$ cat src/design/itar_pkg.sv
// Shared types, constants and tables for the tilt angle and turn rate block.
// Used by every module of the block and by its checker.
`default_nettype none

package itar_pkg;

    // Default number of CORDIC rotations and the length of the arctangent table
    localparam int CORDIC_STEPS_DEF = 16;
    localparam int ATAN_LEN         = 24;

    // Datapath widths
    localparam int AXIS_W  = 35;   // corrected axis, 16 fraction bits
    localparam int CORD_W  = 37;   // CORDIC x and y, room for gain and pre-rotation
    localparam int ANGLE_W = 25;   // angle accumulator in 2^-15 degree
    localparam int DIFF_W  = 21;   // 16 * raw gyro minus zero offset
    localparam int RATE_W  = 28;   // rate difference times 125 plus rounding

    // Angle constants in 2^-15 degree and in 1/128 degree
    localparam logic signed [ANGLE_W-1:0] QUARTER_TURN = 25'sd2949120;
    localparam logic signed [16:0]        ANGLE_LIMIT  = 17'sd23040;

    // Rate saturation bounds
    localparam logic signed [16:0] RATE_MAX = 17'sd32767;
    localparam logic signed [16:0] RATE_MIN = -17'sd32768;

    // Depth of the queue between front and back
    localparam int QUEUE_DEPTH = 4;

    // Configuration port
    localparam int PADDR_W = 5;
    localparam int PDATA_W = 32;
    localparam logic [2:0] REG_GAIN_X    = 3'd0;
    localparam logic [2:0] REG_OFFSET_X  = 3'd1;
    localparam logic [2:0] REG_GAIN_Y    = 3'd2;
    localparam logic [2:0] REG_OFFSET_Y  = 3'd3;
    localparam logic [2:0] REG_GYRO_ZERO = 3'd4;

    // Register reset values
    localparam logic signed [17:0] GAIN_X_RST    = 18'sd65589;
    localparam logic signed [19:0] OFFSET_X_RST  = -20'sd178;
    localparam logic signed [17:0] GAIN_Y_RST    = 18'sd65624;
    localparam logic signed [19:0] OFFSET_Y_RST  = -20'sd2743;
    localparam logic signed [19:0] GYRO_ZERO_RST = -20'sd4262;

    // atan(2^-i) in 2^-15 degree, rounded
    localparam logic [20:0] ATAN_TABLE [ATAN_LEN] = '{
        21'd1474560, 21'd870484, 21'd459940, 21'd233473, 21'd117189, 21'd58652,
        21'd29333,   21'd14667,  21'd7334,   21'd3667,   21'd1833,   21'd917,
        21'd458,     21'd229,    21'd115,    21'd57,     21'd29,     21'd14,
        21'd7,       21'd4,      21'd2,      21'd1,      21'd0,      21'd0
    };

    // One raw sample request
    typedef struct packed {
        logic signed [15:0] acc_x_raw;
        logic signed [15:0] acc_y_raw;
        logic signed [15:0] gyro_z_raw;
    } itar_sample_t;

    // One result request
    typedef struct packed {
        logic signed [15:0] tilt_angle;
        logic signed [15:0] turn_rate;
    } itar_result_t;

    // Configuration as seen by the datapath
    typedef struct packed {
        logic signed [17:0] gain_x;
        logic signed [19:0] offset_x;
        logic signed [17:0] gain_y;
        logic signed [19:0] offset_y;
        logic signed [19:0] gyro_zero;
    } itar_cfg_t;

    // Classified request held in the queue: pre-rotated vector, start angle,
    // null-vector flag and the finished rate
    typedef struct packed {
        logic signed [CORD_W-1:0]  x;
        logic signed [CORD_W-1:0]  y;
        logic signed [ANGLE_W-1:0] z;
        logic                      null_vec;
        logic signed [15:0]        rate;
    } itar_item_t;

endpackage

`default_nettype wire

$ cat src/design/itar_front.sv
// Front end: takes raw samples, applies gain and offset, works out the rate
// and pre-rotates the vector into the right half-plane. Depends on itar_pkg.
`default_nettype none

module itar_front (
    input  wire logic                  clk,
    input  wire logic                  rst_n,
    input  wire itar_pkg::itar_cfg_t   cfg,
    input  wire logic                  sample_valid,
    output logic                       sample_stall,
    input  wire itar_pkg::itar_sample_t sample,
    output logic                       push,
    output itar_pkg::itar_item_t       push_item,
    input  wire logic                  queue_full
);
    import itar_pkg::*;

    logic                     s1_valid_reg;
    logic signed [33:0]       prod_x_reg;
    logic signed [33:0]       prod_y_reg;
    logic signed [DIFF_W-1:0] gdiff_reg;
    logic                     s2_valid_reg;
    itar_item_t               item_reg;
    itar_item_t               item_next;
    logic                     advance;

    logic signed [AXIS_W-1:0] cx;
    logic signed [AXIS_W-1:0] cy;
    logic signed [CORD_W-1:0] px;
    logic signed [CORD_W-1:0] py;
    logic signed [RATE_W-1:0] gd_ext;
    logic signed [RATE_W-1:0] rate_sum;
    logic signed [16:0]       rate_q;

    // Advance both stages together unless the finished request cannot leave
    assign advance      = !s2_valid_reg || !queue_full;
    assign sample_stall = !advance;
    assign push         = s2_valid_reg && !queue_full;
    assign push_item    = item_reg;

    // Classify: correct both axes, turn into the right half-plane, finish the rate
    always_comb
    begin
        cx = {prod_x_reg[33], prod_x_reg}
           + {{3{cfg.offset_x[19]}}, cfg.offset_x, 12'b0};
        cy = {prod_y_reg[33], prod_y_reg}
           + {{3{cfg.offset_y[19]}}, cfg.offset_y, 12'b0};
        px = {{(CORD_W-AXIS_W){cy[AXIS_W-1]}}, cy};
        py = {{(CORD_W-AXIS_W){cx[AXIS_W-1]}}, cx};

        item_next.null_vec = (cx == '0) && (cy == '0);
        if (px < 0)
        begin
            if (py >= 0)
            begin
                item_next.x = py;
                item_next.y = -px;
                item_next.z = QUARTER_TURN;
            end
            else
            begin
                item_next.x = -py;
                item_next.y = px;
                item_next.z = -QUARTER_TURN;
            end
        end
        else
        begin
            item_next.x = px;
            item_next.y = py;
            item_next.z = '0;
        end

        // times 125 as 128 - 4 + 1, then round half up and scale by 2^-11
        gd_ext   = {{(RATE_W-DIFF_W){gdiff_reg[DIFF_W-1]}}, gdiff_reg};
        rate_sum = (gd_ext <<< 7) - (gd_ext <<< 2) + gd_ext + 28'sd1024;
        rate_q   = rate_sum[RATE_W-1:11];
        if (rate_q > RATE_MAX)
            item_next.rate = RATE_MAX[15:0];
        else if (rate_q < RATE_MIN)
            item_next.rate = RATE_MIN[15:0];
        else
            item_next.rate = rate_q[15:0];
    end

    // Hold valid flags per stage
    always_ff @(posedge clk or negedge rst_n)
    begin
        if (!rst_n)
        begin
            s1_valid_reg <= 1'b0;
            s2_valid_reg <= 1'b0;
        end
        else if (advance)
        begin
            s1_valid_reg <= sample_valid;
            s2_valid_reg <= s1_valid_reg;
        end
    end

    // Register products, then the classified request
    always_ff @(posedge clk)
    begin
        if (advance)
        begin
            prod_x_reg <= cfg.gain_x * sample.acc_x_raw;
            prod_y_reg <= cfg.gain_y * sample.acc_y_raw;
            gdiff_reg  <= {sample.gyro_z_raw[15], sample.gyro_z_raw, 4'b0}
                        - {cfg.gyro_zero[19], cfg.gyro_zero};
            item_reg   <= item_next;
        end
    end

endmodule

`default_nettype wire

$ cat config.mk
export PLATFORM = sky130hd
export DESIGN_NAME = itar_front
export DESIGN_NICKNAME = d
export VERILOG_FILES = /design/src/design/itar_pkg.sv /design/src/design/itar_front.sv
export SDC_FILE = /design/constraint.sdc
export NUM_CORES = 2
export LEC_CHECK = 0
export BUFFER_PORTS_ARGS = -buffer_cell sky130_fd_sc_hd__buf_2
export CAP_MARGIN = 20
export CORE_MARGIN = 4
export CORE_UTILIZATION = 60
export CTS_CLUSTER_SIZE = 14
export DETAILED_ROUTE_END_ITERATION = 12
export PLACE_DENSITY = 0.78
export SYNTH_ARGS = -nofsm -noshare
export SYNTH_HDL_FRONTEND = slang
export SYNTH_SLANG_ARGS = --single-unit
$ cat constraint.sdc
create_clock -name clk -period 11.95 [get_ports clk]
set_input_delay 1.195 -clock clk [delete_from_list [all_inputs] [get_ports clk]]
set_output_delay 1.195 -clock clk [all_outputs]
set_load 0.03 [all_outputs]
After elaboration in Yosys (flattened, before gate mapping)
Index checks and enable logic that the tools add are counted.
{"block": "classes", "mul": 2, "n_mux": 3, "order_cmp": 4, "reduce_logical": 8, "n_addsub": 8}
{"operator": "$mux 99", "count": 2}
{"operator": "$neg 35->37", "count": 2}
{"operator": "$add 34x32->35", "count": 2}
{"operator": "$logic_not 35->1", "count": 2}
{"operator": "$mul 18x16->34", "count": 2}
{"operator": "$ge 35x1->1 const B", "count": 1}
{"operator": "$lt 35x1->1 const B", "count": 1}
{"operator": "$add 28x12->28 const B", "count": 1}
{"operator": "$add 28x21->28", "count": 1}
{"operator": "$sub 28x23->28", "count": 1}
{"operator": "$sub 20x20->21", "count": 1}
{"operator": "$gt 17x16->1 const B", "count": 1}
{"operator": "$lt 17x16->1 const B", "count": 1}
{"operator": "$mux 16", "count": 1}
{"operator": "$logic_not 1->1", "count": 3}
{"operator": "$logic_and 1x1->1", "count": 2}
{"operator": "$logic_or 1x1->1", "count": 1}
{"block": "word_totals", "out_inout_bits": 118, "reg_bits": 207, "wordCells": 35, "inputBits": 148}

Depth between registers and ports, before layout
{"block": "logic_depth", "word_depth": 5, "depth_mapped": 25, "ltp_nobuf": 23}

Worst setup path before layout
OpenSTA, ideal clock, no wires.
{"block": "synth_timing", "path_type": "input to output", "from": "input port queue_full", "to": "output port sample_stall", "arrival_time_ps": 6151, "path_buffers": 0, "setup_slack_ps": 4604, "required_time_ps": 10755, "stages": 2, "path_cell_list": "nand2_1 > inv_1"}
{"block": "synth_via", "elab_chain_cells": 3}
{"item": "start, declared", "line_no": "itar_front.sv:14", "source": "input wire logic queue_full"}
{"item": "$logic_not 1->1", "line_no": "itar_front.sv:36", "source": "assign advance = !s2_valid_reg || !queue_full;"}
{"item": "$logic_or 1x1->1", "line_no": "itar_front.sv:36"}
{"item": "$logic_not 1->1", "line_no": "itar_front.sv:37", "source": "assign sample_stall = !advance;"}
{"item": "end, declared", "line_no": "itar_front.sv:10", "source": "output logic sample_stall,"}
Every way passes these cells.

Final worst setup path
{"block": "layout_timing", "from": "input port sample[23] in the netlist's numbering", "to": "register prod_y_reg[33], data pin"}
{"block": "layout_via", "elab_chain_cells": 1}
{"item": "start, declared", "line_no": "itar_front.sv:11", "source": "input wire itar_pkg::itar_sample_t sample,"}
{"item": "$mul 18x16->34", "line_no": "itar_front.sv:107", "source": "prod_y_reg <= cfg.gain_y * sample.acc_y_raw;"}
{"item": "end signal, assigned", "line_no": "itar_front.sv:107"}
{"item": "end, declared", "line_no": "itar_front.sv:20", "source": "logic signed [33:0] prod_y_reg;"}
Every way passes these cells.
A chain may end at the register's enable or synchronous reset.

==> results by group <==
Logic synthesis
  • Post-synth top flop: edfxtp_1
  • Number of enable flip-flop cells after synthesis: 183
  • Cells after Synth: 3724
  • Netlist Area Pre-Place: about 35000 um^2
  • #FFs+latches synth: 185
  • Yosys cell types: slightly above 80
  • Async SR Flop Fraction: 0.01081
  • Mean post-synth cell area: 9.359 um^2
  • Seq/Total Area, Yosys: 0.1591
  • Synth Warn #: 0

Global routing
  • Antenna violations before repair: 14
  • First-pass GRT wire length: roughly 140 mm
  • Grt ovf: 0
  • Largest net degree at the start of global routing: 183
  • All-Layer GR Usage: 0.2695
  • Vias in the first global route: between 20k and 30k

CTS
  • CTS root buffer: clkbuf_16
  • Setup Fix Bufs, Post-CTS: 0
  • Skew-Pair Late Insertion Delay: 0.47 ns
  • Clk buf depth: 2
  • CTS Sinks: between 150 and 200
  • Cts hold-fix bufs: 0
  • H-tree Lvls: 4
  • TritonCTS Buffers: 17
  • Clock transition at path regs: 0.08 ns
  • Resized Gates After CTS: 0
  • CTS tree: done

Worst setup path
  • Crit path max fanout: 18
  • Crit path kind: input port to flop
  • Req. time, crit path: around 12 ns
  • Reg2Reg Depth: 14
  • Crit path DAT: around 7.5 ns
  • Crit path capture: prod_y_reg[33]
  • Register-to-register setup slack: between 6 and 7 ns
  • Crit path from: sample[23]
  • Worst r2r dst: push_item[60]
  • Reg-to-reg startpoint: prod_x_reg[12]
  • Worst Setup End Kind: flop
  • Critical Path Start Type: input port

Timing
  • Max Freq: 136.5 MHz
  • Final min period: 7.325 ns
  • Setup TNS: 0 ns
  • RSZ-0062 raised after global routing: no
  • Relative slew slack: 0.2717
  • Clock skew: 0.01932 ns
  • Fin. Hold Viols: 0
  • Tcrit/Tclk final: 0.6130
  • PnR worst setup slack: roughly 4.6 ns
  • Slew @ Worst Pin: 1.078 ns
  • # setup viols final: 0
  • Final slew viol count: 0

Layout
  • Layout cells sized above 1: 0.08299
  • NumNets Final: roughly 4.9k
  • Layout area overhead: 6.939%
  • Largest register FFs: 94
  • Layout filler cell count: 4672
  • Design area: 37270 um^2

Floorplan
  • Initial Util: 0.6052
  • Die area: ~62000 um^2
  • Core area: 57590 um^2
  • Die width: 249.0 um
  • Rows: 88
  • I/O pin total: 266
  • Die Y: roughly 250 um

Flow run
  • Max-Cap Viols: 0

Route
  • Via/cell ratio: approximately 5.6
  • Remaining DRCs: 0
  • Vias: 26.26k
  • Routed Antenna Nets: 0
  • DRT Pass-1 Iters: 6
  • Detailed router's first-iteration violation count: 1872
  • Post-DR wirelength/cell: ~17 um
  • Final wirelength: 81.06 mm

Placement
  • IO Port Bufs: ~250
  • Placement Setup Slack: 4.291 ns
  • RePlAce Congestion: slightly below 0.9
  • Instance area at placement: 36610 um^2
  • DPL Wire Length: 66.54 mm

Hold path
  • Worst hold path class: flop to flop

Run status
  • Status: completed
==> logic make-up (layout without fill, tap and decap cells) <==
| kind of cell | count (synthesis) | after routing | share of synthesized area |
|---|---|---|---|
| flip-flops | 185 | 185 | 0.1591 |
| buffers and inverters | 885 | 1036 | 0.09786 |
| AO/OA/AOI/OAI | 506 | 506 | 0.09567 |
| AND/OR/NAND/NOR | 1073 | 1073 | 0.1530 |
| other | 1 | 29 | 0.0001076 |
| adder cells (fa/ha/maj) | 885 | 885 | 0.4463 |
| XOR/XNOR | 178 | 178 | 0.04473 |
| multiplexers | 11 | 11 | 0.003195 |
==> routing by layer <==
layer / GRT usage / wire, um / share of wire / vias to the layer above
li1: - / - / - / 12118
met1: 0.3798 / 33850 / 0.42 / 13068
met2: 0.4342 / 38390 / 0.47 / 910
met3: 0.04061 / 5881 / 0.073 / 156
met4: 0.09037 / 2898 / 0.036 / 4
met5: 0 / 33 / 0.00041 / -
==> per-stage QoR <==
stage / utilization / instances / hold slack (ns)
4_1_cts: 0.6466 / 4656 / 0.4699
2_1_floorplan: - / 3741 / 0.4305
3_5_place_dp: 0.6358 / 4624 / 0.4504
6_report: 0.6472 / 4668 / 0.4675
3_3_place_gp: 0.6353 / 4623 / 0.4370
5_1_grt: 0.6472 / 4666 / 0.4772
==> final cells by class <==
type | count | area, um^2 | share of cell area
multi-input combinational | 2671 | 25980 | 0.6969
sequential | 185 | 5545 | 0.1488
antenna | 11 | 27.53 | 0.0007385
clock buffer | 17 | 425.4 | 0.01141
clock inverter | 15 | 201.4 | 0.005405
inverter | 748 | 2808 | 0.07533
tap | 765 | 957.2 | 0.02568
timing repair buffer | 256 | 1331 | 0.03572
==> cell usage after synthesis, types with 6 or more instances <==
master | n | area (um^2)
edfxtp_1 | 183 | 5495
mux2i_1 | 10 | 100.1
or2_2 | 8 | 50.05
o21bai_1 | 18 | 135.1
inv_1 | 748 | 2808
ha_1 | 288 | 3603
clkbuf_1 | 104 | 390.4
nor3b_1 | 8 | 60.06
nor2_1 | 141 | 529.3
a21oi_1 | 115 | 575.6
nand2b_1 | 28 | 175.2
o31ai_1 | 8 | 60.06
and2_1 | 284 | 1777
o21a_1 | 33 | 247.7
nand3_1 | 37 | 185.2
a211o_1 | 8 | 70.07
nor3_1 | 67 | 335.3
xor2_1 | 53 | 464.2
nand2_1 | 396 | 1486
o41ai_1 | 6 | 52.55
o211ai_1 | 21 | 157.7
nor2b_1 | 11 | 68.82
or3_1 | 16 | 100.1
a31o_2 | 6 | 52.55
a31oi_1 | 24 | 150.1
nand4_1 | 11 | 68.82
buf_1 | 6 | 22.52
nor4_1 | 12 | 75.07
nand3b_1 | 6 | 45.04
a311oi_1 | 6 | 52.55
o21ai_1 | 9 | 45.04
fa_1 | 597 | 11950
o21ai_0 | 118 | 590.6
buf_4 | 22 | 165.2
and3_1 | 22 | 137.6
xnor2_1 | 125 | 1095
a211oi_1 | 28 | 210.2
a21o_1 | 46 | 345.3
==> critical path: stages <==
cell,delay [ns]
buf_2,0.34
nand2_1,0.14
fa_1,0.55
inv_1,0.05
fa_1,0.49
inv_1,0.05
fa_1,0.53
inv_1,0.06
fa_1,0.45
fa_1,0.49
inv_1,0.05
fa_1,0.47
inv_1,0.04
ha_1,0.33
o21ai_0,0.15
a211oi_1,0.32
o211ai_1,0.13
a21oi_1,0.26
o31ai_1,0.17
a21o_1,0.23
a2111oi_0,0.75
nand3b_1,0.20
nand3_1,0.07
==> worst min path at each step <==
| stage | end | from | cells past startpoint |
|---|---|---|---|
| after floorplan | s2_valid_reg | s1_valid_reg | 1 |
| after global placement | s2_valid_reg | s1_valid_reg | 1 |
| after detailed placement | s2_valid_reg | s1_valid_reg | 1 |
| after CTS | s1_valid_reg | rst_n | 1 |
| after global routing | s1_valid_reg | rst_n | 1 |
| final | s2_valid_reg | s1_valid_reg | 1 |
==> cells in the final DEF, fill, tap and decap left out, types with 12 or more instances in the layout <==
master,netlist,final
and2_1,284,284
fa_1,597,597
and3_1,22,22
o21bai_1,18,18
o211ai_1,21,21
nor3_1,67,67
a31oi_1,24,24
xor2_1,53,53
buf_2,5,249
conb_1,1,18
inv_1,748,748
xnor2_1,125,125
nor4_1,12,12
a21oi_1,115,115
nand2_1,396,394
o21a_1,33,33
clkbuf_16,0,17
a21o_1,46,46
edfxtp_1,183,183
a211oi_1,28,28
ha_1,288,288
nor2_1,141,141
nand2b_1,28,28
or3_1,16,16
nand3_1,37,37
o21ai_0,118,118
Power is not shown: default switching activity piles up to over one toggle a cycle in this logic, so the estimate is an artifact.
