**src/design/itar_pkg.sv**
```systemverilog
// Shared types, constants and tables for the tilt angle and turn rate block.
// Used by every module of the block and by its checker.
`default_nettype none

package itar_pkg;

    // Default number of CORDIC rotations and the length of the arctangent table
    localparam int CORDIC_STEPS_DEF = 16;
    localparam int ATAN_LEN         = 24;

    // Datapath widths
    localparam int AXIS_W  = 35;   // corrected axis, 16 fraction bits
    localparam int CORD_W  = 37;   // CORDIC x and y, room for gain and pre-rotation
    localparam int ANGLE_W = 25;   // angle accumulator in 2^-15 degree
    localparam int DIFF_W  = 21;   // 16 * raw gyro minus zero offset
    localparam int RATE_W  = 28;   // rate difference times 125 plus rounding

    // Angle constants in 2^-15 degree and in 1/128 degree
    localparam logic signed [ANGLE_W-1:0] QUARTER_TURN = 25'sd2949120;
    localparam logic signed [16:0]        ANGLE_LIMIT  = 17'sd23040;

    // Rate saturation bounds
    localparam logic signed [16:0] RATE_MAX = 17'sd32767;
    localparam logic signed [16:0] RATE_MIN = -17'sd32768;

    // Depth of the queue between front and back
    localparam int QUEUE_DEPTH = 4;

    // Configuration port
    localparam int PADDR_W = 5;
    localparam int PDATA_W = 32;
    localparam logic [2:0] REG_GAIN_X    = 3'd0;
    localparam logic [2:0] REG_OFFSET_X  = 3'd1;
    localparam logic [2:0] REG_GAIN_Y    = 3'd2;
    localparam logic [2:0] REG_OFFSET_Y  = 3'd3;
    localparam logic [2:0] REG_GYRO_ZERO = 3'd4;

    // Register reset values
    localparam logic signed [17:0] GAIN_X_RST    = 18'sd65589;
    localparam logic signed [19:0] OFFSET_X_RST  = -20'sd178;
    localparam logic signed [17:0] GAIN_Y_RST    = 18'sd65624;
    localparam logic signed [19:0] OFFSET_Y_RST  = -20'sd2743;
    localparam logic signed [19:0] GYRO_ZERO_RST = -20'sd4262;

    // atan(2^-i) in 2^-15 degree, rounded
    localparam logic [20:0] ATAN_TABLE [ATAN_LEN] = '{
        21'd1474560, 21'd870484, 21'd459940, 21'd233473, 21'd117189, 21'd58652,
        21'd29333,   21'd14667,  21'd7334,   21'd3667,   21'd1833,   21'd917,
        21'd458,     21'd229,    21'd115,    21'd57,     21'd29,     21'd14,
        21'd7,       21'd4,      21'd2,      21'd1,      21'd0,      21'd0
    };

    // One raw sample request
    typedef struct packed {
        logic signed [15:0] acc_x_raw;
        logic signed [15:0] acc_y_raw;
        logic signed [15:0] gyro_z_raw;
    } itar_sample_t;

    // One result request
    typedef struct packed {
        logic signed [15:0] tilt_angle;
        logic signed [15:0] turn_rate;
    } itar_result_t;

    // Configuration as seen by the datapath
    typedef struct packed {
        logic signed [17:0] gain_x;
        logic signed [19:0] offset_x;
        logic signed [17:0] gain_y;
        logic signed [19:0] offset_y;
        logic signed [19:0] gyro_zero;
    } itar_cfg_t;

    // Classified request held in the queue: pre-rotated vector, start angle,
    // null-vector flag and the finished rate
    typedef struct packed {
        logic signed [CORD_W-1:0]  x;
        logic signed [CORD_W-1:0]  y;
        logic signed [ANGLE_W-1:0] z;
        logic                      null_vec;
        logic signed [15:0]        rate;
    } itar_item_t;

endpackage

`default_nettype wire

```
**src/design/itar_queue.sv**
```systemverilog
// Short request queue between the front end and the CORDIC back end.
// Depends on itar_pkg for the item type and the depth.
`default_nettype none

module itar_queue (
    input  wire logic                 clk,
    input  wire logic                 rst_n,
    input  wire logic                 push,
    input  wire itar_pkg::itar_item_t push_item,
    output logic                      full,
    input  wire logic                 pop,
    output itar_pkg::itar_item_t      head_item,
    output logic                      empty
);
    import itar_pkg::*;

    localparam int PTR_W = (QUEUE_DEPTH > 1) ? $clog2(QUEUE_DEPTH) : 1;
    localparam int CNT_W = $clog2(QUEUE_DEPTH + 1);
    localparam logic [PTR_W-1:0] LAST = PTR_W'(QUEUE_DEPTH - 1);

    itar_item_t       slot_reg [QUEUE_DEPTH];
    logic [PTR_W-1:0] wr_ptr_reg;
    logic [PTR_W-1:0] rd_ptr_reg;
    logic [CNT_W-1:0] count_reg;
    logic [CNT_W-1:0] count_next;

    assign full      = (count_reg == CNT_W'(QUEUE_DEPTH));
    assign empty     = (count_reg == '0);
    assign head_item = slot_reg[rd_ptr_reg];

    always_comb
    begin
        count_next = count_reg;
        if (push && !pop)
            count_next = count_reg + 1'b1;
        else if (pop && !push)
            count_next = count_reg - 1'b1;
    end

    // Advance pointers and count
    always_ff @(posedge clk or negedge rst_n)
    begin
        if (!rst_n)
        begin
            wr_ptr_reg <= '0;
            rd_ptr_reg <= '0;
            count_reg  <= '0;
        end
        else
        begin
            if (push)
                wr_ptr_reg <= (wr_ptr_reg == LAST) ? '0 : wr_ptr_reg + 1'b1;
            if (pop)
                rd_ptr_reg <= (rd_ptr_reg == LAST) ? '0 : rd_ptr_reg + 1'b1;
            count_reg <= count_next;
        end
    end

    // Store the pushed request
    always_ff @(posedge clk)
    begin
        if (push)
            slot_reg[wr_ptr_reg] <= push_item;
    end

endmodule

`default_nettype wire

```
**config.mk**
```make
export PLATFORM = sky130hd
export DESIGN_NAME = itar_queue
export DESIGN_NICKNAME = d
export VERILOG_FILES = /design/src/design/itar_pkg.sv /design/src/design/itar_queue.sv
export SDC_FILE = /design/constraint.sdc
export NUM_CORES = 1
export LEC_CHECK = 0
export BUFFER_PORTS_ARGS = -buffer_cell sky130_fd_sc_hd__clkbuf_2
export CORE_UTILIZATION = 51
export CTS_CLUSTER_DIAMETER = 40
export CTS_CLUSTER_SIZE = 20
export DETAILED_ROUTE_END_ITERATION = 6
export MAX_ROUTING_LAYER = met4
export PLACE_DENSITY = 0.75
export SYNTH_ARGS = -nofsm -noshare
export SYNTH_HDL_FRONTEND = slang
export SYNTH_SLANG_ARGS = --single-unit
```
**constraint.sdc**
```tcl
create_clock -name clk -period 3.91 [get_ports clk]
set_clock_uncertainty 0.1 [all_clocks]
set_input_delay 0.5865 -clock clk [delete_from_list [all_inputs] [get_ports clk]]
set_output_delay 0.5865 -clock clk [all_outputs]
set_load 0.02 [all_outputs]
```
* Word level (Yosys, flattened, before mapping)
Memory sizes are Yosys's and may differ from the RTL's. Index checks and enable logic that the tools add are counted.
Storage, ports and cells: memories 1, output and inout port bits 118, bits in registers 7, bits of input ports 120, RAM bits 464, word-level logic and storage cells 23
Cells by class: equality and inequality tests 3, add/subtract/negate cells 4, mux-type cells 6, reductions and logical operators 6
Memories:
- slot_reg | depth 4, width 116, read ports 1, clocked after memory_dff 0, wr ports 1, RTL line itar_queue.sv:21 | itar_item_t slot_reg [QUEUE_DEPTH];
Operators by type and width (count):
- $mux W3 | 2
- $add A2 B1 Y2 const B | 2
- $eq A2 B2 Y1 const B | 2
- $mux W2 | 2
- $add A3 B1 Y3 const B | 1
- $eq A3 B3 Y1 const B | 1
- $logic_not A3 Y1 | 1
- $sub A3 B1 Y3 const B | 1
- $logic_and A1 B1 Y1 | 2
- $logic_not A1 Y1 | 2
- $mux W1 | 2
- $reduce_bool A2 Y1 | 1

* Logic depth before layout (Yosys ltp)
Gate-level depths: netlist of run 1.
word-level depth 4, depth in mapped cells 7, depth with buffers taken out 7

* Worst setup path before layout of run 1
OpenSTA, ideal clock, no wires.
path kind flip-flop to flip-flop, from reg wr_ptr_reg[0], to mem slot_reg[2][0] in the netlist's numbering (enable), required time 3.322 ns, clock period less this slack 3.881 ns, path buffers 0, arrival time 3.293 ns, cell stages (with the launch flop) 4, slack 0.029 ns, library setup time 0.488 ns, path through dfrtp_1 inv_1 ha_1 and2_1
RTL lines:
- start, declared | RTL line itar_queue.sv:22 | logic [PTR_W-1:0] wr_ptr_reg;
- start signal, assigned | RTL line itar_queue.sv:52 | wr_ptr_reg <= (wr_ptr_reg == LAST) ? '0 : wr_ptr_reg + 1'b1;
- end, declared | RTL line itar_queue.sv:21
Straight into the memory's write port.

==> impl_results.md, run 1 <==
- Clock-pin slew of the registers on the worst-case setup and hold paths: 0.07 ns
- Initial antenna violation count: 1
- Critical path class: register to output port
- Cell count of the worst reg-to-reg path: 4
- Pin count of the biggest net entering global routing: 75
- Detailed-route vias per instance: 5.45
- Avg Cell Area, Syn: 26.6 µm²
- Power density relative to cell area: 794 nW/µm²
- Post-synthesis sequential area ratio: 0.825
- Net switching power of the design: 5.19 mW
- Clock tree root buffer cell: clkbuf_16
- Via total after detailed routing: 7696
- Sequential share of power: 0.410
- Register-to-register path setup slack: 1.79 ns
- Num CTS Buffers: 50
- Number of distinct standard cells referenced by the synthesized netlist: 19
- Placer's final routability congestion estimate: 0.726
- Number of maximum-capacitance violations: 0
- Global-route usage over all layers: 0.195
- Number of levels the H-tree was split into: 2
- Power share of the clock group: 0.299
- Die Y-Extent: 185 µm
- Arrival time of the worst setup path: 2.50 ns
- Final setup TNS: 0 ns
- Critical Path End: head_item[94]
- Status: complete, no violations
- Post-Synthesis Cells: 643
- Syn Nets: 770
- Input/output buffers: 237
- Length of the first detailed-routing pass in iterations: 4
- Standard-cell rows: 66
- Period Utilization, post-route: 0.816
- R2r endpoint: slot_reg[1][35]
- Total placed cells including tap cells: 1317
- Beginning of the worst register-to-register path: wr_ptr_reg[1]
- DRC violations left: 0
- Leakage Power: 7.19 nW
- Routed WL: 31.6 mm
- Remaining global-route overflow: 0
- Critical path peak fanout: 30
- Post-Route Hold Slack: 0.129 ns
- Detailed-placement wirelength estimate: 18.8 mm
- CTS sink count: 471
- IR Drop Worst-Case VDD: 0.000776 V
- Count of antenna-violating nets left after detailed routing: 0
- RSZ-0062 raised after global routing: no
- Worst-path cell with the longest stage delay: dfrtp_4
- Die width: 185 µm
- Effective utilization at floorplan: 0.522
- Vias in the first global route: 8265
- Minimum clock period: 3.19 ns
- Full die area: 34300 µm²
- Comb pwr share: 0.292
- Number of flip-flops in the largest register: 464
- Required time at the endpoint of the critical path: 3.22 ns
- Type of destination of the critical path: output port
- Synth warn: 0
- Final std cell area, no fill: 20800 µm²
- Number of top-level pins: 238
- Routed wirelength normalized by instance count: 22.3 µm
- Max Freq: 314 MHz
- Relative area change from synthesis to final layout: 21.5%
- Layout Nets: 1055
- Kind of start point of the critical path: register
- CTS tree: done
- Clock network latency to the later pin of the worst-skew pair: 0.55 ns
- Number of hold violations in the final report: 0
- Worst path cell trace: buf_4, mux4_2, clkbuf_2
- Max-slew headroom at the worst pin: 0.543
- Final instance count without filler cells: 1413
- Starting DRC count in detailed routing: 380
- CTS max path bufs: 3
- Register bit count reported by yosys: 471
- Worst min-delay path category: input port to register
- Share of cells above drive strength 1: 0.488
- Worst stage delay on the critical path: 0.86 ns
- Final setup vio count: 0
- Area of the mapped netlist: 17100 µm²
- Fin. max-slew vios: 0
- Beginning of the critical path: rd_ptr_reg[0]
- Worst-Margin Slew: 0.686 ns
- Internal power contribution: 11.3 mW
- Switching share of power: 0.315
- Area of the core region: 32800 µm²
- Total placed instance area: 19000 µm²
- Wire length of the first global-routing pass: 47.7 mm
-- kinds of logic (layout without fill, tap and decap cells) --
group           count (synthesis)  count (layout)  synth area share
xor+xnor                        3               3           0.00154
mux                           119             119             0.155
other cells                     0               1                 0
simple gates                   11              11           0.00329
compound gates                  2               2          0.000585
fa+ha+maj                       7               7           0.00556
buf+inv                        30             357           0.00958
flops                         471             471             0.825
-- final cells by class --
type / count / area, µm²
repair buffers: 259 / 1480
well taps: 442 / 553
flip-flops and latches: 471 / 14100
fillers: 2212 / 12000
clock buffers: 53 / 1280
clock inverters: 41 / 492
inverters: 4 / 15.0
diodes: 1 / 2.50
multi-input cells: 142 / 2840
-- worst max-delay path, delay by kind of cell, from the launching register on --
kind	cells	cell delay (ns)
mux	1	0.55
flops	1	0.86
buf+inv	2	0.53
-- power by group through the flow --
stage          sequential, mW  combinational, mW  clock (mW)
2_1_floorplan            6.78               3.38           0
3_3_place_gp             6.81               4.85           0
3_5_place_dp             6.86               4.89           0
4_1_cts                  6.78               4.93        5.03
5_1_grt                  6.83               5.14        5.23
6_report                 6.76               4.81        4.93
-- worst min path at each step --
stage,slack (ns),cells after the start,start,end
2_1_floorplan,0.19,0,rst_n,count_reg[0]
3_5_place_dp,0.34,1,rst_n,count_reg[0]
6_report,0.13,1,push_item[100],slot_reg[3][100]
4_1_cts,0.1,1,push_item[100],slot_reg[3][100]
5_1_grt,0.10,1,push_item[100],slot_reg[3][100]
3_3_place_gp,0.34,1,rst_n,count_reg[2]
-- layer usage --
layer,track usage,vias to the layer above,share of wire
li1,-,3382,-
met1,0.243,4024,0.40
met2,0.318,248,0.52
met3,0.0533,42,0.064
met4,0.0539,0,0.018
met5,-,-,0
-- cells in the mapped netlist (all sizes together) --
cell | number | area share
edfxtp | 464 | 0.81
mux4 | 116 | 0.15
buf | 19 | 0.0072
clkbuf | 7 | 0.0015
dfrtp | 7 | 0.010
ha | 6 | 0.0044
and2 | 4 | 0.0015
inv | 4 | 0.00088
mux2 | 3 | 0.0020
nor2 | 3 | 0.00066
nand2 | 2 | 0.00044
o21ai | 2 | 0.00059
xor2 | 2 | 0.0010
fa | 1 | 0.0012
nor3 | 1 | 0.00029
nor3b | 1 | 0.00044
xnor2 | 1 | 0.00051
-- per-stage QoR --
stage	util	total power, mW	setup WS (ns)
after floorplan	-	10.2	0.0293
after global placement	0.579	11.7	1.27
after detailed placement	0.579	11.8	1.24
after CTS	0.634	16.7	0.601
after global routing	0.634	17.2	0.522
final	0.634	16.5	0.721
-- cell usage in the layout, fill, tap and decap left out, types with 4 or more instances in the layout --
| cell | synthesis | routed |
|---|---|---|
| and2_4 | 0 | 4 |
| buf_12 | 0 | 10 |
| buf_4 | 1 | 11 |
| bufinv_16 | 0 | 5 |
| clkbuf_16 | 0 | 51 |
| clkbuf_2 | 0 | 237 |
| clkinv_8 | 0 | 4 |
| clkinvlp_4 | 0 | 4 |
| dfrtp_1 | 7 | 5 |
| edfxtp_1 | 464 | 464 |
| ha_1 | 6 | 6 |
| inv_1 | 4 | 4 |
| inv_6 | 0 | 14 |
| inv_8 | 0 | 6 |
| mux4_2 | 116 | 116 |
-- repair_timing --
action / CTS / global route
hold buffers: 1 / 0
setup buffers: 0 / 0
endpoints found under the hold margin: 7 / 0
gates resized for setup: 0 / 0
Note: power is estimated with default switching activity, not from simulation.
==> run 2, diff against run 1 <==
--- a/config.mk
+++ b/config.mk
@@ -5,13 +5,14 @@
 export SDC_FILE = /design/constraint.sdc
 export NUM_CORES = 1
 export LEC_CHECK = 0
+export ABC_AREA = 1
 export BUFFER_PORTS_ARGS = -buffer_cell sky130_fd_sc_hd__clkbuf_2
-export CORE_UTILIZATION = 51
+export CORE_UTILIZATION = 52
 export CTS_CLUSTER_DIAMETER = 40
 export CTS_CLUSTER_SIZE = 20
 export DETAILED_ROUTE_END_ITERATION = 6
 export MAX_ROUTING_LAYER = met4
-export PLACE_DENSITY = 0.75
+export PLACE_DENSITY = 0.76
 export SYNTH_ARGS = -nofsm -noshare
 export SYNTH_HDL_FRONTEND = slang
 export SYNTH_SLANG_ARGS = --single-unit
==> constraint.sdc (replaced) <==
create_clock -name clk -period 2.75 [get_ports clk]
set_clock_uncertainty 0.1 [all_clocks]
set_input_delay 0.4125 -clock clk [delete_from_list [all_inputs] [get_ports clk]]
set_output_delay 0.4125 -clock clk [all_outputs]
set_load 0.02 [all_outputs]
==> impl_results.md, run 2 <==
- Status: complete, no violations
- Syn Nets: 1532 (+99%)
- IR Drop Worst-Case VDD: 0.000837 V (+7.9%)
- Area of the core region: 35900 µm² (+9.5%)
- DRC violations left: 0 (unchanged)
- Wire length of the first global-routing pass: 59.9 mm (+26%)
- Sum of routed wire segments on met1: 15.4 mm (+22%)
- Worst min-delay path category: input port to asynchronous set/reset pin
- Comb pwr share: 0.336 (+0.044)
- Final setup vio count: 0 (unchanged)
- Leading cell types by count after synthesis: edfxtp_1 (464), nand2_1 (363), inv_1 (243), o211ai_1 (203), buf_6 (49)
- Post-Route Hold Slack: 0.112 ns (-0.0176 ns)
- Total placed cells including tap cells: 2055 (+56%)
- Input/output buffers: 237 (unchanged)
- Die Y-Extent: 194 µm (+4.7%)
- Length of the first detailed-routing pass in iterations: 4 (unchanged)
- Critical path class: register to output port
- Met3 Wirelength: 1.88 mm (-6.5%)
- Max-slew headroom at the worst pin: 0.582 (+0.0390)
- Leading cell type in the layout, fill and taps excluded: edfxtp_1
- Switching share of power: 0.363 (+0.0477)
- RSZ-0062 raised after global routing: no
- Remaining global-route overflow: 0 (unchanged)
- Effective utilization at floorplan: 0.533 (+0.0113)
- Vias in the first global route: 11700 (+41%)
- Prevailing post-synth register cell: edfxtp_1
- Kind of start point of the critical path: register
- Area of the mapped netlist: 19100 µm² (+12%)
- Type of destination of the critical path: output port
- Final instance count without filler cells: 2279 (+61%)
- Clock tree root buffer cell: clkbuf_16
- Post-Synthesis Cells: 1405 (+120%)
- Overall power consumption: 24.7 mW (+49%)
- Initial antenna violation count: 4 (+3)
- Arrival time of the worst setup path: 2.12 ns (-0.38 ns)
- Post-synthesis sequential area ratio: 0.737 (-0.0879)
- Routed WL: 38.1 mm (+21%)
- Clock-pin slew of the registers on the worst-case setup and hold paths: 0.06 ns (about the same)
- Via total after detailed routing: 11600 (+51%)
- Number of levels the H-tree was split into: 2 (unchanged)
- Number of hold violations in the final report: 0 (unchanged)
- Standard-cell rows: 69 (+4.5%)
- CTS max path bufs: 3 (unchanged)
- Full die area: 37600 µm² (+9.7%)
- Count of antenna-violating nets left after detailed routing: 0 (unchanged)
- Starting DRC count in detailed routing: 518 (+36%)
- Leakage Power: 9.64 nW (+34%)
- Die width: 194 µm (+4.7%)
- Clock network latency to the later pin of the worst-skew pair: 0.56 ns (about the same)
- Leading cell types in the layout, fill and taps excluded: edfxtp_1 (464), nand2_1 (359), inv_1 (238), clkbuf_2 (237), o211ai_1 (203)
- Period Utilization, post-route: 0.959
- Internal power contribution: 15.7 mW (+39%)
- Avg Cell Area, Syn: 13.6 µm² (-49%)
- CTS sink count: 471 (unchanged)
- Sequential share of power: 0.386 (-0.024)
- Number of maximum-capacitance violations: 0 (unchanged)
- Cell types occupying the most area after synthesis: edfxtp_1 (73%), o211ai_1 (8.0%), nand2_1 (7.1%)
- Share of cells above drive strength 1: 0.222 (-0.266)
- CTS tree: done
- Worst-path cell with the longest stage delay: buf_12
- Number of top-level pins: 238 (unchanged)
- Placer's final routability congestion estimate: 0.800 (+10%)
- Detailed-placement wirelength estimate: 21.1 mm (+12%)
- Relative area change from synthesis to final layout: 23.6%
- Pin count of the biggest net entering global routing: 118 (+57%)
- Register bit count reported by yosys: 471 (unchanged)
- Leading area contributor after synthesis: edfxtp_1
- Met2 WL post-DR: 19.8 mm (+21%)
- Highest metal layer used by the detailed router: met4
- Routed wirelength normalized by instance count: 16.7 µm (-25%)
- Fin. max-slew vios: 0 (unchanged)
- Power density relative to cell area: 1040 nW/µm² (+31%)
- Detailed-route vias per instance: 5.09 (-6.6%)
- Async SR Flop Fraction: 0.0149 (unchanged)
- Worst path cell trace: buf_12, o211ai_1, nand2_1, clkbuf_2
- Critical path peak fanout: 117 (+290%)
- Most frequent cell after synthesis: edfxtp_1
- Power share of the clock group: 0.277 (-0.022)
- Max Freq: 379 MHz
- Worst-Margin Slew: 0.627 ns (-0.0584 ns)
- CP top delay family: buffers and inverters
- Number of distinct standard cells referenced by the synthesized netlist: 20 (+1)
- Buffer count from post-CTS setup fixing: 0 (unchanged)
- Required time at the endpoint of the critical path: 2.24 ns (-0.98 ns)
- Synth warn: 0 (unchanged)
- Minimum clock period: 2.64 ns
- Global-route usage over all layers: 0.211 (+0.0152)
- EDFF count, synth: 464 (unchanged)
- Number of flip-flops in the largest register: 464 (unchanged)
- Worst stage delay on the critical path: 0.48 ns (-0.38 ns)
- Layout Nets: 1896 (+80%)
- Net switching power of the design: 8.94 mW (+72%)
- Area share of the largest cell type after synthesis: 0.728 (-0.0868)
- Final setup TNS: 0 ns (unchanged)
- End-of-flow core utilization: 0.659 (+0.0248)
- Num CTS Buffers: 53 (+6.0%)
- Buffers plus inverters on the worst setup path: 2 (unchanged)
[run 2: cell families (layout without fill, tap and decap cells)]
group,Yosys count,after routing,share of synthesized area
flops,471,471,0.737
other cells,0,5,0
fa+ha+maj,7,7,0.00497
compound gates,236,236,0.0996
simple gates,369,369,0.0727
buf+inv,321,729,0.0855
xor+xnor,1,1,0.000458
[run 2: per-stage QoR]
stage | area, µm² | setup WS, ns
6_report | 23700 | 0.114
5_1_grt | 23700 | 0.0201
4_1_cts | 23600 | 0.0238
3_5_place_dp | 20700 | 0.631
3_3_place_gp | 20700 | 0.685
2_1_floorplan | 19200 | -0.124
[run 2: layout make-up]
type	instances	area, µm²
diodes	5	12.5
repair buffers	383	2800
fillers	2485	12300
clock buffers	61	1430
repair inverters	2	17.5
flip-flops and latches	471	14100
inverters	245	956
multi-input cells	613	3420
clock inverters	38	339
well taps	461	577
[run 2: power by group through the flow]
stage / Clock [mW] / Combinational (mW) / Sequential, mW
6_report: 6.84 / 8.29 / 9.52
2_1_floorplan: 0 / 5.88 / 9.63
3_5_place_dp: 0 / 8.18 / 9.63
5_1_grt: 7.26 / 9.08 / 9.61
4_1_cts: 6.96 / 8.35 / 9.49
3_3_place_gp: 0 / 8.03 / 9.59
[run 2: per-layer routing]
metal | vias to the layer above | GRT usage
met1 | 5558 | 0.245
met4 | 0 | 0.0832
met2 | 290 | 0.359
met3 | 72 | 0.0438
li1 | 5674 | -
met5 | - | -
[run 2: path summary, 6_finish.rpt]
kind                                     from         endpoint  slack (ns)  cells past startpoint
worst max-delay path            rd_ptr_reg[1]    head_item[30]        0.11                      4
worst min-delay path                    rst_n     count_reg[2]        0.11                      2
worst max register to register  wr_ptr_reg[1]  slot_reg[1][49]        0.83                      5
worst min register to register   count_reg[2]     count_reg[2]        0.41                      2
max in group asynchronous               rst_n    rd_ptr_reg[1]        2.24                      2
min in group clk                         push    wr_ptr_reg[0]        0.15                      2
[run 2: repair_timing]
| item | CTS | global route |
|---|---|---|
| gates cloned | 0 | 2 |
| resized for setup | 1 | 5 |
| hold endpoints to repair | 473 | 0 |
| hold buffers | 118 | 0 |
| pin swaps | 0 | 0 |
| endpoints found under the setup margin | 3 | 64 |
