### config.mk
export PLATFORM = sky130hd
export DESIGN_NAME = itar_regs
export DESIGN_NICKNAME = d
export VERILOG_FILES = /design/src/design/itar_pkg.sv /design/src/design/itar_regs.sv
export SDC_FILE = /design/constraint.sdc
export NUM_CORES = 1
export LEC_CHECK = 0
export BUFFER_PORTS_ARGS = -buffer_cell sky130_fd_sc_hd__buf_2
export CORE_MARGIN = 2
export CORE_UTILIZATION = 49
export DETAILED_ROUTE_END_ITERATION = 8
export GPL_ROUTABILITY_DRIVEN = 0
export PLACE_DENSITY_LB_ADDON = 0.3
export SLEW_MARGIN = 20
export SYNTH_ARGS = -nofsm -noshare
export SYNTH_HDL_FRONTEND = slang
export SYNTH_SLANG_ARGS = --single-unit
### constraint.sdc
create_clock -name clk -period 4.68 [get_ports clk]
set_clock_uncertainty 0.2 [all_clocks]
set_input_delay 1.404 -clock clk [delete_from_list [all_inputs] [get_ports clk]]
set_output_delay 1.404 -clock clk [all_outputs]
set_load 0.05 [all_outputs]
### src/design/itar_pkg.sv
// Shared types, constants and tables for the tilt angle and turn rate block.
// Used by every module of the block and by its checker.
`default_nettype none

package itar_pkg;

    // Default number of CORDIC rotations and the length of the arctangent table
    localparam int CORDIC_STEPS_DEF = 16;
    localparam int ATAN_LEN         = 24;

    // Datapath widths
    localparam int AXIS_W  = 35;   // corrected axis, 16 fraction bits
    localparam int CORD_W  = 37;   // CORDIC x and y, room for gain and pre-rotation
    localparam int ANGLE_W = 25;   // angle accumulator in 2^-15 degree
    localparam int DIFF_W  = 21;   // 16 * raw gyro minus zero offset
    localparam int RATE_W  = 28;   // rate difference times 125 plus rounding

    // Angle constants in 2^-15 degree and in 1/128 degree
    localparam logic signed [ANGLE_W-1:0] QUARTER_TURN = 25'sd2949120;
    localparam logic signed [16:0]        ANGLE_LIMIT  = 17'sd23040;

    // Rate saturation bounds
    localparam logic signed [16:0] RATE_MAX = 17'sd32767;
    localparam logic signed [16:0] RATE_MIN = -17'sd32768;

    // Depth of the queue between front and back
    localparam int QUEUE_DEPTH = 4;

    // Configuration port
    localparam int PADDR_W = 5;
    localparam int PDATA_W = 32;
    localparam logic [2:0] REG_GAIN_X    = 3'd0;
    localparam logic [2:0] REG_OFFSET_X  = 3'd1;
    localparam logic [2:0] REG_GAIN_Y    = 3'd2;
    localparam logic [2:0] REG_OFFSET_Y  = 3'd3;
    localparam logic [2:0] REG_GYRO_ZERO = 3'd4;

    // Register reset values
    localparam logic signed [17:0] GAIN_X_RST    = 18'sd65589;
    localparam logic signed [19:0] OFFSET_X_RST  = -20'sd178;
    localparam logic signed [17:0] GAIN_Y_RST    = 18'sd65624;
    localparam logic signed [19:0] OFFSET_Y_RST  = -20'sd2743;
    localparam logic signed [19:0] GYRO_ZERO_RST = -20'sd4262;

    // atan(2^-i) in 2^-15 degree, rounded
    localparam logic [20:0] ATAN_TABLE [ATAN_LEN] = '{
        21'd1474560, 21'd870484, 21'd459940, 21'd233473, 21'd117189, 21'd58652,
        21'd29333,   21'd14667,  21'd7334,   21'd3667,   21'd1833,   21'd917,
        21'd458,     21'd229,    21'd115,    21'd57,     21'd29,     21'd14,
        21'd7,       21'd4,      21'd2,      21'd1,      21'd0,      21'd0
    };

    // One raw sample request
    typedef struct packed {
        logic signed [15:0] acc_x_raw;
        logic signed [15:0] acc_y_raw;
        logic signed [15:0] gyro_z_raw;
    } itar_sample_t;

    // One result request
    typedef struct packed {
        logic signed [15:0] tilt_angle;
        logic signed [15:0] turn_rate;
    } itar_result_t;

    // Configuration as seen by the datapath
    typedef struct packed {
        logic signed [17:0] gain_x;
        logic signed [19:0] offset_x;
        logic signed [17:0] gain_y;
        logic signed [19:0] offset_y;
        logic signed [19:0] gyro_zero;
    } itar_cfg_t;

    // Classified request held in the queue: pre-rotated vector, start angle,
    // null-vector flag and the finished rate
    typedef struct packed {
        logic signed [CORD_W-1:0]  x;
        logic signed [CORD_W-1:0]  y;
        logic signed [ANGLE_W-1:0] z;
        logic                      null_vec;
        logic signed [15:0]        rate;
    } itar_item_t;

endpackage

`default_nettype wire

### src/design/itar_regs.sv
// Configuration registers behind the APB-style port.
// Depends on itar_pkg for register codes, reset values and the config struct.
`default_nettype none

module itar_regs (
    input  wire logic                           clk,
    input  wire logic                           rst_n,
    input  wire logic                           psel,
    input  wire logic                           penable,
    input  wire logic                           pwrite,
    input  wire logic [itar_pkg::PADDR_W-1:0]   paddr,
    input  wire logic [itar_pkg::PDATA_W-1:0]   pwdata,
    output logic      [itar_pkg::PDATA_W-1:0]   prdata,
    output logic                                pready,
    output itar_pkg::itar_cfg_t                 cfg
);
    import itar_pkg::*;

    itar_cfg_t  cfg_reg;
    logic [2:0] index;
    logic       wr_en;

    assign index  = paddr[PADDR_W-1:2];
    assign wr_en  = psel && penable && pwrite;
    assign pready = 1'b1;
    assign cfg    = cfg_reg;

    // Write the addressed register in the access cycle; drop unknown addresses
    always_ff @(posedge clk or negedge rst_n)
    begin
        if (!rst_n)
        begin
            cfg_reg.gain_x    <= GAIN_X_RST;
            cfg_reg.offset_x  <= OFFSET_X_RST;
            cfg_reg.gain_y    <= GAIN_Y_RST;
            cfg_reg.offset_y  <= OFFSET_Y_RST;
            cfg_reg.gyro_zero <= GYRO_ZERO_RST;
        end
        else if (wr_en)
        begin
            case (index)
                REG_GAIN_X:    cfg_reg.gain_x    <= pwdata[17:0];
                REG_OFFSET_X:  cfg_reg.offset_x  <= pwdata[19:0];
                REG_GAIN_Y:    cfg_reg.gain_y    <= pwdata[17:0];
                REG_OFFSET_Y:  cfg_reg.offset_y  <= pwdata[19:0];
                REG_GYRO_ZERO: cfg_reg.gyro_zero <= pwdata[19:0];
                default:       ;
            endcase
        end
    end

    // Return the addressed register, sign-extended
    always_comb
    begin
        case (index)
            REG_GAIN_X:    prdata = {{14{cfg_reg.gain_x[17]}}, cfg_reg.gain_x};
            REG_OFFSET_X:  prdata = {{12{cfg_reg.offset_x[19]}}, cfg_reg.offset_x};
            REG_GAIN_Y:    prdata = {{14{cfg_reg.gain_y[17]}}, cfg_reg.gain_y};
            REG_OFFSET_Y:  prdata = {{12{cfg_reg.offset_y[19]}}, cfg_reg.offset_y};
            REG_GYRO_ZERO: prdata = {{12{cfg_reg.gyro_zero[19]}}, cfg_reg.gyro_zero};
            default:       prdata = '0;
        endcase
    end

endmodule

`default_nettype wire

-- After elaboration in Yosys (flattened, before gate mapping)
Cells that the tools add are included.
- register bits after elaboration: 96
- input bits: 42
- output and inout port bits: 129
- word-level logic and storage cells: 18
- eq/ne operators: 4
- mux-type cells: 1
- reductions and logical operators: 8
- operator list (kind ; number):
    one-hot mux 32 bit (5 select lines) ; 1
    AND reduction 2 bit ; 5
    == test 3 x 2 -> 1 bit (second input constant) ; 2
    == test 3 x 1 -> 1 bit (second input constant) ; 1
    == test 3 bit (second input constant) ; 1
    logical NOT 3 bit ; 1
    logical AND 1 bit ; 2

-- Logic depth before layout (Yosys ltp)
Gate-level depths: netlist of the first run.
- depth after elaboration: 3
- mapped depth: 6
- gate-level depth less buffers: 3

-- Worst setup path before layout of the first run
Ideal clock, no wire load.
- path kind: input to output
- start: in paddr[2] in the netlist's numbering
- end: out prdata[20] in the netlist's numbering
- data arrival time: 3.788 ns
- required time: 3.076 ns
- setup slack: -0.712 ns
- stages: 6
- buffers on the path: 3
- cells stage by stage: buf_2 and2b_1 clkbuf_1 a22oi_1 o221ai_1 buf_4
- cells in the longest elaborated chain, start to end: 2
- elaborated cells between the ends (all ways): 6
- classes of those cells: eq/ne (4); mux (1); reduce/logical (1)
- RTL lines (item ; line ; source):
    from (decl) ; itar_regs.sv:11 ; input wire logic [itar_pkg::PADDR_W-1:0] paddr,
    == test 3 bit, or another cell as far along ; itar_regs.sv:55 ; case (index)
    one-hot mux 32 bit (5 select lines) * ; itar_regs.sv:55 ;
    to (decl) ; itar_regs.sv:13 ; output logic [itar_pkg::PDATA_W-1:0] prdata,
Mark *: on every way between the ends. The rest lies on a longest branch, timed or not.

-- Final worst setup path of the first run
- start: in paddr[3] in the netlist's numbering
- end: out prdata[27] in the netlist's numbering
The elaborated chain is that of the path after synthesis.

==> results of run 1 <==
-- critical path: stages --
cell and delay (ns):
buf_2 0.16, or4b_2 0.76, o221ai_4 0.16, buf_2 0.34
-- Yosys cell counts --
cell / number / area [µm²]
nor2_1: 2 / 7.51
buf_6: 2 / 22.5
mux2_4: 10 / 150
o221ai_1: 3 / 26.3
clkbuf_1: 8 / 30.0
nand2b_1: 1 / 6.26
or4b_2: 1 / 10.0
nor2b_1: 2 / 12.5
buf_4: 14 / 105
or3_1: 1 / 6.26
a2bb2oi_1: 1 / 8.76
buf_2: 11 / 55.1
dfstp_2: 53 / 1390
a22oi_1: 19 / 143
conb_1: 1 / 3.75
o21ai_0: 17 / 85.1
a32oi_1: 17 / 149
mux2_2: 103 / 1160
nor3b_1: 2 / 15.0
and2b_1: 1 / 7.51
dfrtp_1: 43 / 1080
nand4b_4: 1 / 23.8
nand2_1: 2 / 7.51
nand3_1: 1 / 5.00
clkinv_1: 1 / 3.75
nor3_1: 1 / 5.00
buf_1: 2 / 7.51
mux2i_1: 3 / 30.0
-- cell families after synthesis --
kind of cell	after synthesis	synth area share
AO/OA/AOI/OAI	57	0.0904
buffers and inverters	38	0.0492
flip-flops	96	0.542
AND/OR/NAND/NOR	15	0.0234
multiplexers	116	0.294
other	1	0.000823
-- cell type report --
type,instances,area [µm²]
inverters,1,3.75
multi-input cells,189,1900
clock buffers,12,145
flip-flops and latches,96,2470
fillers,747,3420
clock inverters,4,52.6
well taps,111,139
repair buffers,181,973
-- stage by stage --
| stage | hold WS (ns) | worst slack (ns) | std cells |
|---|---|---|---|
| floorplan | 0.529 | 0.0867 | 323 |
| global placement | 0.307 | 0.288 | 578 |
| detailed placement | 0.319 | 0.260 | 578 |
| CTS | 0.341 | 0.260 | 594 |
| global route | 0.363 | 0.200 | 594 |
| finish | 0.339 | 0.250 | 594 |
-- worst max-delay path by stage --
stage | slack (ns) | end | from
finish | 0.25 | prdata[27] | paddr[3]
global route | 0.20 | prdata[28] | paddr[3]
CTS | 0.26 | prdata[28] | paddr[3]
detailed placement | 0.26 | prdata[28] | paddr[3]
global placement | 0.29 | prdata[20] | paddr[3]
floorplan | 0.09 | prdata[20] | paddr[2]
-- metal layers --
layer	routed length (µm)	vias to the layer above	track usage
met4	130	0	0.0558
met1	4940	1688	0.315
li1	-	1499	-
met3	940	12	0.0655
met5	0	-	0
met2	5910	146	0.404
-- where the power goes --
group	leakage, nW	switching (mW)	internal [mW]	total (mW)
combinational	1.55	0.958	0.340	1.30
clock	0.101	0.287	0.264	0.551
sequential	1.10	0.130	1.06	1.19
-- cell usage in the layout, fill, tap and decap left out, types with 2 or more instances in the layout --
cell type,instances
clkbuf_8,10
dfstp_2,53
mux2i_1,3
o21ai_1,17
a32oi_1,17
nor3b_2,2
mux2_2,103
nor2_2,2
nand2_1,2
nor2b_2,2
o221ai_1,2
buf_4,27
a22oi_1,19
mux2_4,10
dfrtp_1,43
clkbuf_1,2
buf_2,154
==> impl_metrics.sql, run 1 <==
INSERT INTO impl_metrics (metric_group, metric, value, unit) VALUES
('run_status', 'status', 'completed', ''),
('clocking', 'post_cts_resized', '0', ''),
('finish', 'non_filler_cell_area_final', '0.00569', 'mm²'),
('clocking', 'clkSlewWorstSetupHoldPaths', '0.09', 'ns'),
('clocking', 'htreeDepth', '3', ''),
('finish', 'area.growth.synth_to_final', '24.9', '%'),
('setup_path', 'maximum_fanout_along_the_worst_path', '13', ''),
('timing', 'relSlewSlack', '0.633', ''),
('route', 'post_drt_via_cell_ratio', '5.63', ''),
('route', 'drt-wirelength-per-cell', '20.1', 'µm'),
('timing', 'fmax', '226', 'MHz'),
('global_routing', 'grt_max_degree', '40', ''),
('timing', 'worst_slew_pin_slew', '0.550', 'ns'),
('route', 'first_iter_violations', '117', ''),
('setup_path', 'critical_path_arrival', '2.83', 'ns'),
('floorplan', 'core', '0.00911', 'mm²'),
('timing', 'number_of_max_slew_violations_in_the_final_report', '0', ''),
('pwr', 'worst_ir_drop_vdd', '260', 'µV'),
('floorplan', 'chipHeight', '100', 'µm'),
('hold_path', 'whs_endpoint', 'cfg[40]', ''),
('setup_path', 'rr_startpoint', 'cfg[57]', ''),
('route', 'via_count', '3345', ''),
('timing', 'timing_hold_violations_final', '0', ''),
('synth', 'postSynthCellCount', '323', ''),
('route', 'drt-total-wl', '11.9', 'mm'),
('timing', 'grt_setup_unrepaired', 'no', ''),
('clocking', 'post-cts-setup-buffer-count', '0', ''),
('floorplan', 'rows', '35', ''),
('setup_path', 'path_class', 'input port to primary output', ''),
('floorplan', 'start_util', '0.500', ''),
('timing', 'report.final.setup_viol', '0', ''),
('route', 'post-route-drc-count', '0', ''),
('pwr', 'totalPowerFinal', '3.04', 'mW'),
('global_routing', 'grt_overflow', '0', ''),
('synth', 'postSynthAreaPerCell', '14.1', 'µm²'),
('clocking', 'cts.path.max_buffers', '2', ''),
('synth', 'synth.cell_area', '0.00455', 'mm²'),
('global_routing', 'first_pass_grt_wire_length', '18.4', 'mm'),
('synth', 'synth_nets', '365', ''),
('global_routing', 'antenna_found_initial', '0', ''),
('finish', 'design.final.nets', '520', ''),
('placement', 'io_buffer_count', '155', ''),
('floorplan', 'chipWidth', '100', 'µm'),
('timing', 'timing.final.crit_share', '0.947', ''),
('clocking', 'cts_buffer_count', '9', ''),
('timing', 'final_period_minus_worst_setup_slack', '4.43', 'ns'),
('pwr', 'total_leakage_power', '2.75', 'nW'),
('setup_path', 'critPathRequiredTime', '3.08', 'ns'),
('synth', 'ys_ff_latch', '96', ''),
('timing', 'fin_tns_setup', '0', 'ns'),
('floorplan', 'fp.dieArea', '0.0101', 'mm²'),
('synth', 'synth_cell_type_count', '28', ''),
('synth', 'yosysWarnings', '0', ''),
('clocking', 'ctsRootBufferMaster', 'clkbuf_8', ''),
('clocking', 'numClockSinks', '96', ''),
('hold_path', 'min_from', 'cfg[40]', ''),
('finish', 'antenna_cells', '0', ''),
('finish', 'largest_register_ff_count', '96', ''),
('clocking', 'tritoncts', 'done', ''),
('setup_path', 'timing.reg2reg.worst_path_depth', '1', ''),
('route', 'final_antenna_net_count', '0', ''),
('setup_path', 'timing.critical_path.from_type', 'input port', ''),
('setup_path', 'timing.critical_path.to_type', 'primary output', ''),
('setup_path', 'timing.reg2reg.setup_slack', '3.66', 'ns'),
('setup_path', 'reg2reg_to', 'cfg[57]', ''),
('global_routing', 'grtUsageTotal', '0.241', ''),
('global_routing', 'first_global_vias', '3389', ''),
('hold_path', 'min-delay-path-class', 'register to register', ''),
('placement', 'place.detailed.hpwl', '8.67', 'mm'),
('clocking', 'clock_insertion_delay_worst_skew', '0.36', 'ns'),
('hold_path', 'worstHoldPathCells', '1', ''),
('finish', 'fin_util', '0.624', ''),
('placement', 'placedInstanceArea', '0.00549', 'mm²'),
('route', 'first_pass_iters', '4', ''),
('pwr', 'power_density', '534', 'mW/mm²'),
('clocking', 'post_cts_hold_buffer_count', '0', ''),
('finish', 'drive_above_1_share', '0.768', ''),
('synth', 'synth_seq_area_share', '0.542', ''),
('run', 'max_cap_violations', '0', ''),
('floorplan', 'num_io_pins', '171', '');
Power figures use the tool's default switching activity.
==> run 2, diff against run 1 <==
--- a/config.mk
+++ b/config.mk
@@ -6,8 +6,7 @@
 export NUM_CORES = 1
 export LEC_CHECK = 0
 export BUFFER_PORTS_ARGS = -buffer_cell sky130_fd_sc_hd__buf_2
-export CORE_MARGIN = 2
-export CORE_UTILIZATION = 49
+export CORE_UTILIZATION = 43
 export DETAILED_ROUTE_END_ITERATION = 8
 export GPL_ROUTABILITY_DRIVEN = 0
 export PLACE_DENSITY_LB_ADDON = 0.3
==> constraint.sdc (replaced) <==
create_clock -name clk -period 3.85 [get_ports clk]
set_clock_uncertainty 0.2 [all_clocks]
set_input_delay 1.155 -clock clk [delete_from_list [all_inputs] [get_ports clk]]
set_output_delay 1.155 -clock clk [all_outputs]
set_load 0.05 [all_outputs]
==> run 2 against run 1 <==
Effect of this change:
- power is 22% higher
- cell area is 2.1% higher
- clock power is 23% higher
- sequential power is 21% higher
- die area is 9.2% higher
- worst setup slack worse by 0.17 ns
- routed wire length is 2.1% higher
- critical path depth is 2 higher
- critical path type unchanged
- critical endpoint is now prdata[7]
- highest routed layer unchanged
==> impl_metrics.sql, run 2 (same netlist as run 1, synthesis figures left out) <==
INSERT INTO impl_metrics (metric_group, metric, value, unit) VALUES
('run_status', 'status', 'completed', ''),
('pwr', 'power_density', '639', 'mW/mm²'),
('pwr', 'worst_ir_drop_vdd', '347', 'µV'),
('timing', 'grt_setup_unrepaired', 'no', ''),
('finish', 'largest_register_ff_count', '96', ''),
('timing', 'whs', '0.331', 'ns'),
('floorplan', 'chipHeight', '105', 'µm'),
('setup_path', 'critical_path_arrival', '2.41', 'ns'),
('setup_path', 'timing.critical_path.to_type', 'primary output', ''),
('hold_path', 'min-delay-path-class', 'register to register', ''),
('finish', 'area.growth.synth_to_final', '27.5', '%'),
('clocking', 'cts.path.max_buffers', '2', ''),
('global_routing', 'first_pass_grt_wire_length', '19.0', 'mm'),
('placement', 'io_buffer_count', '155', ''),
('clocking', 'post_cts_resized', '0', ''),
('run', 'max_cap_violations', '0', ''),
('timing', 'timing.final.crit_share', '0.978', ''),
('finish', 'most-common-layout-cells', 'buf_2 (154), mux2_2 (103), dfstp_2 (53), dfrtp_1 (43), buf_4 (29)', ''),
('finish', 'fillers', '909', ''),
('clocking', 'numClockSinks', '96', ''),
('placement', 'place.detailed.hpwl', '8.66', 'mm'),
('floorplan', 'rows', '37', ''),
('floorplan', 'core', '0.0103', 'mm²'),
('clocking', 'htreeDepth', '3', ''),
('timing', 'final_period_minus_worst_setup_slack', '3.77', 'ns'),
('clocking', 'clkSlewWorstSetupHoldPaths', '0.09', 'ns'),
('timing', 'number_of_max_slew_violations_in_the_final_report', '0', ''),
('setup_path', 'critical_path_cell_count', '6', ''),
('timing', 'relSlewSlack', '0.611', ''),
('finish', 'multi_input_area', '0.00196', 'mm²'),
('clocking', 'clock_insertion_delay_worst_skew', '0.36', 'ns'),
('setup_path', 'maximum_fanout_along_the_worst_path', '7', ''),
('setup_path', 'critPathBufInv', '3', ''),
('setup_path', 'worst_path_largest_cell_delay', '0.34', 'ns'),
('setup_path', 'path_class', 'input port to primary output', ''),
('route', 'first_iter_violations', '129', ''),
('route', 'post_drt_via_cell_ratio', '5.43', ''),
('setup_path', 'critPathSlowestCell', 'mux2_2', ''),
('finish', 'drive_above_1_share', '0.794', ''),
('global_routing', 'grt_overflow', '0', ''),
('global_routing', 'antenna_found_initial', '0', ''),
('floorplan', 'start_util', '0.443', ''),
('hold_path', 'worstHoldPathCells', '1', ''),
('route', 'drt-wirelength-per-cell', '19.6', 'µm'),
('clocking', 'post-cts-setup-buffer-count', '0', ''),
('placement', 'dpl.cell_count', '606', ''),
('floorplan', 'fp.dieArea', '0.0110', 'mm²'),
('floorplan', 'num_io_pins', '171', ''),
('route', 'first_pass_iters', '5', ''),
('setup_path', 'crit_top_cell', 'buf_2', ''),
('global_routing', 'first_global_vias', '3410', ''),
('setup_path', 'timing.critical_path.from_type', 'input port', ''),
('timing', 'fmax', '266', 'MHz'),
('timing', 'final_critical_path_setup_slack', '0.0839', 'ns'),
('timing', 'report.final.setup_viol', '0', ''),
('route', 'via_count', '3372', ''),
('finish', 'ff_latch_area', '0.00247', 'mm²'),
('clocking', 'ctsRootBufferMaster', 'clkbuf_8', ''),
('setup_path', 'cell_chain_of_the_critical_path', 'buf_2 -> buf_4 -> mux2_2 -> a32oi_1 -> o21ai_2 -> buf_2', ''),
('finish', 'fin_util', '0.565', ''),
('finish', 'design.final.nets', '523', ''),
('pwr', 'total_leakage_power', '2.79', 'nW'),
('timing', 'fin_tns_setup', '0', 'ns'),
('route', 'post-route-drc-count', '0', ''),
('timing', 'timing_hold_violations_final', '0', ''),
('setup_path', 'timing.reg2reg.worst_path_depth', '1', ''),
('clocking', 'tritoncts', 'done', ''),
('floorplan', 'chipWidth', '105', 'µm'),
('placement', 'detailedPlace.worstSlack', '0.0970', 'ns'),
('finish', 'layout_commonest_cell', 'buf_2', ''),
('global_routing', 'grtUsageTotal', '0.229', ''),
('setup_path', 'critPathRequiredTime', '2.49', 'ns'),
('route', 'drt-total-wl', '12.2', 'mm'),
('clocking', 'cts_buffer_count', '9', ''),
('global_routing', 'grt_max_degree', '52', ''),
('route', 'final_antenna_net_count', '0', ''),
('setup_path', 'worst_path_dominant_cell_family', 'buffers and inverters', ''),
('finish', 'post_layout_nonfiller_instances', '621', ''),
('finish', 'antenna_cells', '0', ''),
('timing', 'worst_slew_pin_slew', '0.584', 'ns'),
('clocking', 'post_cts_hold_buffer_count', '0', '');
[run 2: changes by cell type in the layout (fill, tap and decap cells not counted), sizes merged]
cell,previous run,this run
buf,181,184
clkbuf,12,13
clkinv,3,2
inv,1,0
[run 2: path summary, 6_finish.rpt]
path                       startpoint   endpoint  slack [ns]
min in group asynchronous       rst_n    cfg[91]        0.58
setup / recovery             paddr[2]  prdata[7]        0.08
hold / removal                cfg[65]    cfg[65]        0.33
hold reg to reg               cfg[65]    cfg[65]        0.33
max in group asynchronous       rst_n     cfg[6]        2.11
setup reg to reg              cfg[57]    cfg[57]        2.84
[run 2: routing by layer]
metal	routed length, µm	vias to the layer above	GRT usage
met4	240	0	0.0926
met3	818	22	0.0649
met1	5170	1696	0.291
met5	0	-	0
li1	-	1516	-
met2	5940	138	0.369
[run 2: power breakdown]
group / switching (mW) / internal [mW]
logic: 1.17 / 0.421
clock network: 0.341 / 0.335
registers: 0.154 / 1.29
total: 1.67 / 2.04
[run 2: cell type report]
cell class                 instances  area share
sequential                        96       0.425
multi-input combinational        189       0.337
clock buffer                      13      0.0274
tap                              136      0.0293
timing repair buffer             184       0.174
clock inverter                     2     0.00668
inverter                           1    0.000646
[run 2: stage by stage]
| step | total power, mW | instance area (µm²) |
|---|---|---|
| 2_1_floorplan | 2.71 | 4690 |
| 3_3_place_gp | 3.03 | 5610 |
| 3_5_place_dp | 3.06 | 5610 |
| 4_1_cts | 3.73 | 5800 |
| 5_1_grt | 3.86 | 5810 |
| 6_report | 3.71 | 5810 |
